### config.mk
export PLATFORM = sky130hd
export DESIGN_NAME = combination_enumerator
export DESIGN_NICKNAME = d
export VERILOG_FILES = /design/src/sv/comb_enum_pkg.sv /design/src/sv/combination_enumerator.sv /design/src/sv/comb_enum_cfg.sv
export VERILOG_INCLUDE_DIRS = /design/src /design/src/sv
export SDC_FILE = /design/constraint.sdc
export NUM_CORES = 1
export LEC_CHECK = 0
export BUFFER_PORTS_ARGS = -buffer_cell sky130_fd_sc_hd__buf_2
export CORE_MARGIN = 5
export CORE_UTILIZATION = 59
export CTS_CLUSTER_DIAMETER = 150
export DETAILED_ROUTE_END_ITERATION = 6
export PLACE_DENSITY = 0.84
export SLEW_MARGIN = 20
export SYNTH_ARGS = -nofsm -noshare
export SYNTH_HDL_FRONTEND = slang
export SYNTH_SLANG_ARGS = --single-unit
### constraint.sdc
create_clock -name clk -period 5.6 [get_ports clk]
set_clock_uncertainty 0.2 [all_clocks]
set_input_delay 1.12 -clock clk [delete_from_list [all_inputs] [get_ports clk]]
set_output_delay 1.12 -clock clk [all_outputs]
set_load 0.01 [all_outputs]
### src/sv/combination_enumerator_assert.svh
// Assertion macros shared by the combination enumerator RTL.
`ifndef COMBINATION_ENUMERATOR_ASSERT_SVH
`define COMBINATION_ENUMERATOR_ASSERT_SVH

// Same-cycle implication, disabled during reset.
`define CE_ASSERT_IMP(label, clk, rst, ante, cons) \
  label: assert property (@(posedge clk) disable iff (rst) (ante) |-> (cons)) \
    else $error("combination_enumerator: assertion failed");

// Next-cycle implication, disabled during reset.
`define CE_ASSERT_NXT(label, clk, rst, ante, cons) \
  label: assert property (@(posedge clk) disable iff (rst) (ante) |=> (cons)) \
    else $error("combination_enumerator: assertion failed");

`endif

### src/sv/comb_enum_pkg.sv
// Shared types and constants of the combination enumerator.
package comb_enum_pkg;

  localparam int NW    = 7;   // n_total register width
  localparam int KFW   = 5;   // k_chosen register width
  localparam int IDXW  = 6;   // index_value result width
  localparam int CMP_W = 9;   // width for n, k and bound compares

  localparam logic STATUS_OK   = 1'b0;
  localparam logic STATUS_NONE = 1'b1;

  localparam logic REG_N_TOTAL  = 1'b0;
  localparam logic REG_K_CHOSEN = 1'b1;

  typedef struct packed {
    logic           wr;
    logic [NW-1:0]  n_total;
    logic [KFW-1:0] k_chosen;
  } cfg_t;

endpackage

### src/sv/combination_enumerator.sv
// Top level of the lexicographic k-combination enumerator.
//
// Each request (restart = 1 starts over at 0..k-1) returns the current k-subset as k
// result transfers, ascending, then steps to the next subset; with k = 0, k > n,
// k > MAX_K or n > MAX_N, or after the last subset, a request returns one status = 1
// transfer. The subset lives in a MAX_K-entry memory with one write and one registered
// read port. A request loads the first subset into memory after reset, restart or a
// register write, streams the subset out through the read port, then rewrites the tail
// from the raised position p with memory writes. The block takes no request until
// this sequence is done; a finished result may wait in the output register meanwhile.
module combination_enumerator #(
  parameter int MAX_N = 64,
  parameter int MAX_K = 16
) (
  input  logic                            clk,
  input  logic                            rst,
  input  logic                            psel,
  input  logic                            penable,
  input  logic                            pwrite,
  input  logic [2:0]                      paddr,
  input  logic [31:0]                     pwdata,
  output logic [31:0]                     prdata,
  output logic                            pready,
  input  logic                            req_valid,
  output logic                            req_stall,
  input  logic                            restart,
  output logic                            res_valid,
  input  logic                            res_stall,
  output logic [comb_enum_pkg::IDXW-1:0]  index_value,
  output logic                            last_in_subset,
  output logic                            final_subset,
  output logic                            status
);
  import comb_enum_pkg::*;

  localparam int IW = (MAX_N > 2) ? $clog2(MAX_N) : 1;
  localparam int AW = (MAX_K > 1) ? $clog2(MAX_K) : 1;
  localparam int KW = $clog2(MAX_K + 1);

  typedef enum logic [4:0] {
    S_IDLE = 5'b00001,
    S_LOAD = 5'b00010,
    S_EMIT = 5'b00100,
    S_NONE = 5'b01000,
    S_ADV  = 5'b10000
  } state_t;

  cfg_t           cfg;
  state_t         state;
  logic           loaded;
  logic           exhausted;
  logic [KW-1:0]  k_len;
  logic           cfg_ok;
  logic [CMP_W-1:0] n_minus_k;
  logic           req_acc;

  logic [IW-1:0]  mem [MAX_K];
  logic [IW-1:0]  rdata;
  logic           mem_we;
  logic           mem_re;
  logic [AW-1:0]  waddr;
  logic [IW-1:0]  wdata;

  logic [KW-1:0]  rcnt;
  logic [KW-1:0]  ecnt;
  logic [KW-1:0]  wcnt;
  logic [IW-1:0]  wval;
  logic           rv;
  logic           found;
  logic [KW-1:0]  fp;
  logic [IW-1:0]  fv;
  logic           final_reg;

  logic           b_ready;
  logic           a_move;
  logic           issue;
  logic           fin_now;
  logic           below_max;
  logic           emit_done;

  comb_enum_cfg u_cfg (
    .clk     (clk),
    .rst     (rst),
    .psel    (psel),
    .penable (penable),
    .pwrite  (pwrite),
    .paddr   (paddr),
    .pwdata  (pwdata),
    .prdata  (prdata),
    .pready  (pready),
    .cfg     (cfg)
  );

  assign k_len     = KW'(cfg.k_chosen);
  assign cfg_ok    = (cfg.k_chosen != '0)
                  && (CMP_W'(cfg.k_chosen) <= CMP_W'(cfg.n_total))
                  && (CMP_W'(cfg.k_chosen) <= CMP_W'(MAX_K))
                  && (CMP_W'(cfg.n_total) <= CMP_W'(MAX_N));
  assign n_minus_k = CMP_W'(cfg.n_total) - CMP_W'(cfg.k_chosen);

  // Hold off a request in the cycle a register write lands.
  assign req_stall = (state != S_IDLE) || cfg.wr;
  assign req_acc   = req_valid && !req_stall;

  // Read stage feeds the output register; both advance like a two-entry pipe.
  assign b_ready   = !res_valid || !res_stall;
  assign a_move    = rv && b_ready;
  assign issue     = (state == S_EMIT) && (rcnt != k_len) && (!rv || a_move);
  assign emit_done = (state == S_EMIT) && (rcnt == k_len) && !rv;
  assign fin_now   = (CMP_W'(rdata) == n_minus_k);
  assign below_max = (CMP_W'(rdata) < (n_minus_k + CMP_W'(ecnt)));

  assign mem_we = (state == S_LOAD) || (state == S_ADV);
  assign mem_re = issue;
  assign waddr  = wcnt[AW-1:0];
  assign wdata  = (state == S_LOAD) ? IW'(wcnt) : wval;

  always_ff @(posedge clk) begin
    if (mem_we) begin
      mem[waddr] <= wdata;
    end
    if (mem_re) begin
      rdata <= mem[rcnt[AW-1:0]];
    end
  end

  always_ff @(posedge clk) begin
    if (rst) begin
      state     <= S_IDLE;
      loaded    <= 1'b0;
      exhausted <= 1'b0;
      rv        <= 1'b0;
      found     <= 1'b0;
    end else begin
      case (state)
        S_IDLE: begin
          if (cfg.wr) begin
            loaded    <= 1'b0;
            exhausted <= 1'b0;
          end else if (req_acc) begin
            if (!cfg_ok) begin
              state <= S_NONE;
              if (restart) begin
                loaded    <= 1'b0;
                exhausted <= 1'b0;
              end
            end else if (!loaded || restart) begin
              state     <= S_LOAD;
              wcnt      <= '0;
              loaded    <= 1'b1;
              exhausted <= 1'b0;
            end else if (exhausted) begin
              state <= S_NONE;
            end else begin
              state <= S_EMIT;
              rcnt  <= '0;
              found <= 1'b0;
            end
          end
        end
        S_LOAD: begin
          wcnt <= wcnt + 1'b1;
          if (wcnt == k_len - 1'b1) begin
            state <= S_EMIT;
            rcnt  <= '0;
            found <= 1'b0;
          end
        end
        S_EMIT: begin
          if (issue) begin
            rcnt <= rcnt + 1'b1;
            ecnt <= rcnt;
            rv   <= 1'b1;
          end else if (a_move) begin
            rv <= 1'b0;
          end
          // Track the rightmost element still below its maximum.
          if (a_move) begin
            if (below_max) begin
              found <= 1'b1;
              fp    <= ecnt;
              fv    <= rdata;
            end
            if (ecnt == '0) begin
              final_reg <= fin_now;
            end
          end
          if (emit_done) begin
            if (found) begin
              state <= S_ADV;
              wcnt  <= fp;
              wval  <= fv + 1'b1;
            end else begin
              state     <= S_IDLE;
              exhausted <= 1'b1;
            end
          end
        end
        S_NONE: begin
          if (b_ready) begin
            state <= S_IDLE;
          end
        end
        S_ADV: begin
          wcnt <= wcnt + 1'b1;
          wval <= wval + 1'b1;
          if (wcnt == k_len - 1'b1) begin
            state <= S_IDLE;
          end
        end
        default: state <= S_IDLE;
      endcase
    end
  end

  // Output register: hold while stalled.
  always_ff @(posedge clk) begin
    if (rst) begin
      res_valid <= 1'b0;
    end else if ((state == S_NONE) && b_ready) begin
      res_valid <= 1'b1;
    end else if (a_move) begin
      res_valid <= 1'b1;
    end else if (!res_stall) begin
      res_valid <= 1'b0;
    end
  end

  always_ff @(posedge clk) begin
    if ((state == S_NONE) && b_ready) begin
      index_value    <= '0;
      last_in_subset <= 1'b0;
      final_subset   <= 1'b0;
      status         <= STATUS_NONE;
    end else if (a_move) begin
      index_value    <= IDXW'(rdata);
      last_in_subset <= (ecnt == k_len - 1'b1);
      final_subset   <= (ecnt == '0) ? fin_now : final_reg;
      status         <= STATUS_OK;
    end
  end

`include "combination_enumerator_assert.svh"

  `CE_ASSERT_IMP(a_rdata_in_emit, clk, rst, rv, state == S_EMIT)
  `CE_ASSERT_IMP(a_read_in_range, clk, rst, issue, rcnt < k_len)
  `CE_ASSERT_IMP(a_write_in_range, clk, rst, mem_we, wcnt < k_len)
  `CE_ASSERT_NXT(a_exhaust_on_end, clk, rst, emit_done && !found, (state == S_IDLE) && exhausted)

endmodule

### src/sv/comb_enum_cfg.sv
// Configuration register file behind the APB-style port.
module comb_enum_cfg (
  input  logic                clk,
  input  logic                rst,
  input  logic                psel,
  input  logic                penable,
  input  logic                pwrite,
  input  logic [2:0]          paddr,
  input  logic [31:0]         pwdata,
  output logic [31:0]         prdata,
  output logic                pready,
  output comb_enum_pkg::cfg_t cfg
);
  import comb_enum_pkg::*;

  logic [NW-1:0]  n_total;
  logic [KFW-1:0] k_chosen;
  logic           wr_en;
  logic           reg_sel;

  // Word select only; the low address bits do not decode.
  assign reg_sel = paddr[2];
  assign wr_en   = psel && penable && pwrite;
  assign pready  = 1'b1;

  always_ff @(posedge clk) begin
    if (rst) begin
      n_total  <= '0;
      k_chosen <= '0;
    end else if (wr_en) begin
      case (reg_sel)
        REG_N_TOTAL:  n_total  <= pwdata[NW-1:0];
        REG_K_CHOSEN: k_chosen <= pwdata[KFW-1:0];
        default: ;
      endcase
    end
  end

  always_comb begin
    case (reg_sel)
      REG_N_TOTAL:  prdata = 32'(n_total);
      REG_K_CHOSEN: prdata = 32'(k_chosen);
      default:      prdata = '0;
    endcase
  end

  assign cfg = '{wr: wr_en, n_total: n_total, k_chosen: k_chosen};

endmodule

==> results.cfg <==
[critical_path]
worstSetupPathType = reg2reg
worstPathRequired_ns = 5.52
worst_path_max_delay_cell = dfxtp_1
worst_path_most_repeated_cell = ha_1
endpoint_kind = flop
path_buf_inv = 2
cp_slowest_stage_delay_ns = 0.55
crit_family = compound AO/OA/AOI/OAI gates
start_kind = flop
arrival_ns = 4.58
path_cells = ha_1 > inv_1 > fa_1 > a211oi_2 > o21bai_1 > o21a_1 > ha_1 > a21oi_1 > o21a_1 > xnor2_1 > ha_1 > o21ai_0 > nor2_1 > a211oi_1 > o41ai_1 > a211oi_2 > buf_4
crit_path_max_fanout = 12

[global_route]
overflow = 0
grt_first_pass_wirelength_um = 27500
first_global_vias = 5155
grt_util_all_layers_pct = 22.4
grt_max_degree = 29
grt_antenna_before_repair = 0

[clocking]
clk_latency_ns = 0.43
numCtsBuffers = 17
post_cts_buffers = 0
ctsResizeCount = 0
ctsHoldBuffers = 0
path_clk_slew_ns = 0.06
cts-root-buf = clkbuf_16
cts_tree = yes
clock_sinks = 166
cts_buffer_depth = 2
h-tree-depth = 4

[place]
io_buffers = 33
gp_congestion = 0.872
dp_hpwl_um = 12200
placed_cell_area_sq_um = 8360

[timing]
fin_crit_sh_pct = 83.2
finalHoldViolations = 0
fmax_mhz = 215
worst_pin_slew_ns = 1.06
setup_viol = 0
layout_min_cycle_time_ns = 4.66
finalSetupTns_ns = 0
rsz0062_at_grt = no
drv_slew = 0
slew_headroom_pct = 28.9

[synth]
syn_inst = 620
synth_warnings = 0
synthSimpleGateAreaFrac_pct = 10.2
synth-edff-count = 135
synth_compound_area_share_pct = 7.68
synth_cell_type_count = 68
synthesis.area_sq_um = 8200
ys_ff_latch = 166
synth.area.top_cells = edfxtp_1 (49%), mux4_2 (8.2%), dfxtp_1 (7.6%)
synth_fa_ha_area_share_pct = 4.00
seq_area_frac_synth_pct = 57.0
synth_mux_area_share_pct = 10.7
synth_top_family_by_area = multiplexers
synthFlopType = edfxtp_1
synth_area_per_cell_sq_um = 13.2
synth-xor-area-share_pct = 4.99
synth-async-reset-ratio_pct = 0
synth_top_area_cell = edfxtp_1
yosysTopAreaCellShare_pct = 49.5

[route]
vias_per_cell = 6.06
wirelength_um = 17500
firstDrtPassIters = 5
vias = 5079
route.detailed.drc = 0
ant_nets = 0
drtIter0Drc = 441
routedWlPerCell_um = 20.9

[floorplan]
die_area_sq_um = 16300
core_sq_um = 13800
die_w_um = 128
die_height_um = 128
initial_utilization_pct = 59.5
boundaryPins = 87
fp-row-count = 43

[finish]
top_register = mem
area_growth_pct = 8.72
reg_top3 = mem: 96 flops, u_cfg.n_total: 7 flops
num-fill-cells = 980
multi_input_comb_area_sq_um = 3180
seq_area_sq_um = 4670
design_area_sq_um = 8910
drive_above_1_share_pct = 17.2
final_nets = 714
largest_reg_flops = 96
fin_util_pct = 64.7
antenna_cells = 0

[power_and_ir_drop]
irDropWorstVdd_uv = 292
leakage_nw = 3.29
powerDensity_nw_per_um2 = 368
finalPower_mw = 3.28

[status]
status = finished, final reports clean

[job]
max_cap_violations = 0

[min_path]
hp-class = reg2reg
[metrics by stage]
step	hold slack [ns]	cells	worst slack [ns]
after floorplan	0.221	644	0.978
after global placement	0.239	807	1.08
after detailed placement	0.243	807	0.991
after CTS	0.260	838	0.978
after global routing	0.281	838	0.549
final	0.257	838	0.941
[layout make-up]
cell class              instances  area share, %
flip-flops and latches        166           52.5
multi-input cells             404           35.7
clock buffers                  18           4.82
well taps                     180           2.53
repair buffers                 38           2.27
clock inverters                13           1.42
inverters                      19          0.800
[cells in the final DEF (no fill, tap or decap), types with 4 or more instances in the layout]
cell / instances
edfxtp_1: 135
nand2_1: 53
nor2_1: 35
buf_2: 33
dfxtp_1: 31
mux4_2: 30
a21oi_1: 29
conb_1: 26
xnor2_1: 25
ha_1: 23
o21ai_0: 21
and2_1: 21
inv_1: 19
clkbuf_16: 17
nand3_1: 16
xor2_1: 14
mux2i_1: 12
nor3_1: 8
mux2_2: 7
a21o_1: 6
buf_4: 5
nor4_1: 4
nor2b_1: 4
o211ai_1: 4
and3_1: 4
nand3b_1: 4
[worst paths after layout]
kind	from	to	slack [ns]	cells past startpoint
worst max-delay path	u_cfg.k_chosen[0]	fp[1]	0.94	17
worst min-delay path	status	status	0.26	1
worst max register to register	u_cfg.k_chosen[0]	fp[1]	0.94	17
worst min register to register	status	status	0.26	1
[where the power goes]
group	internal, mW	switching (mW)
Clock	0.616	0.484
Combinational	0.307	0.358
Sequential	1.42	0.100
Total	2.34	0.942
[per-layer routing]
layer	vias up	GRT usage [%]	part of all wire, %
met5	-	0	0
li1	2308	-	-
met1	2476	26.5	38
met2	256	39.2	52
met4	0	9.05	2.5
met3	39	5.54	7.4
[cells by family (layout without fill, tap and decap cells)]
group,Yosys count,in the layout
xor gates and xnor gates,42,42
AOI/OAI and AO/OA,95,95
adders and majority gates,25,25
and+or+nand+nor,167,167
buffers and inverters,74,88
DFF,166,166
muxes,49,49
other,2,26
[synthesized netlist by cell type (6+ instances only)]
cell	n
a21o_1	6
a21oi_1	29
and2_1	21
buf_2	7
buf_4	28
clkbuf_1	13
dfxtp_1	31
edfxtp_1	135
ha_1	23
inv_1	19
mux2_2	7
mux2i_1	12
mux4_2	30
nand2_1	53
nand3_1	16
nor2_1	35
nor3_1	8
o21ai_0	21
xnor2_1	25
xor2_1	14
(Power assumes the default switching activity.)
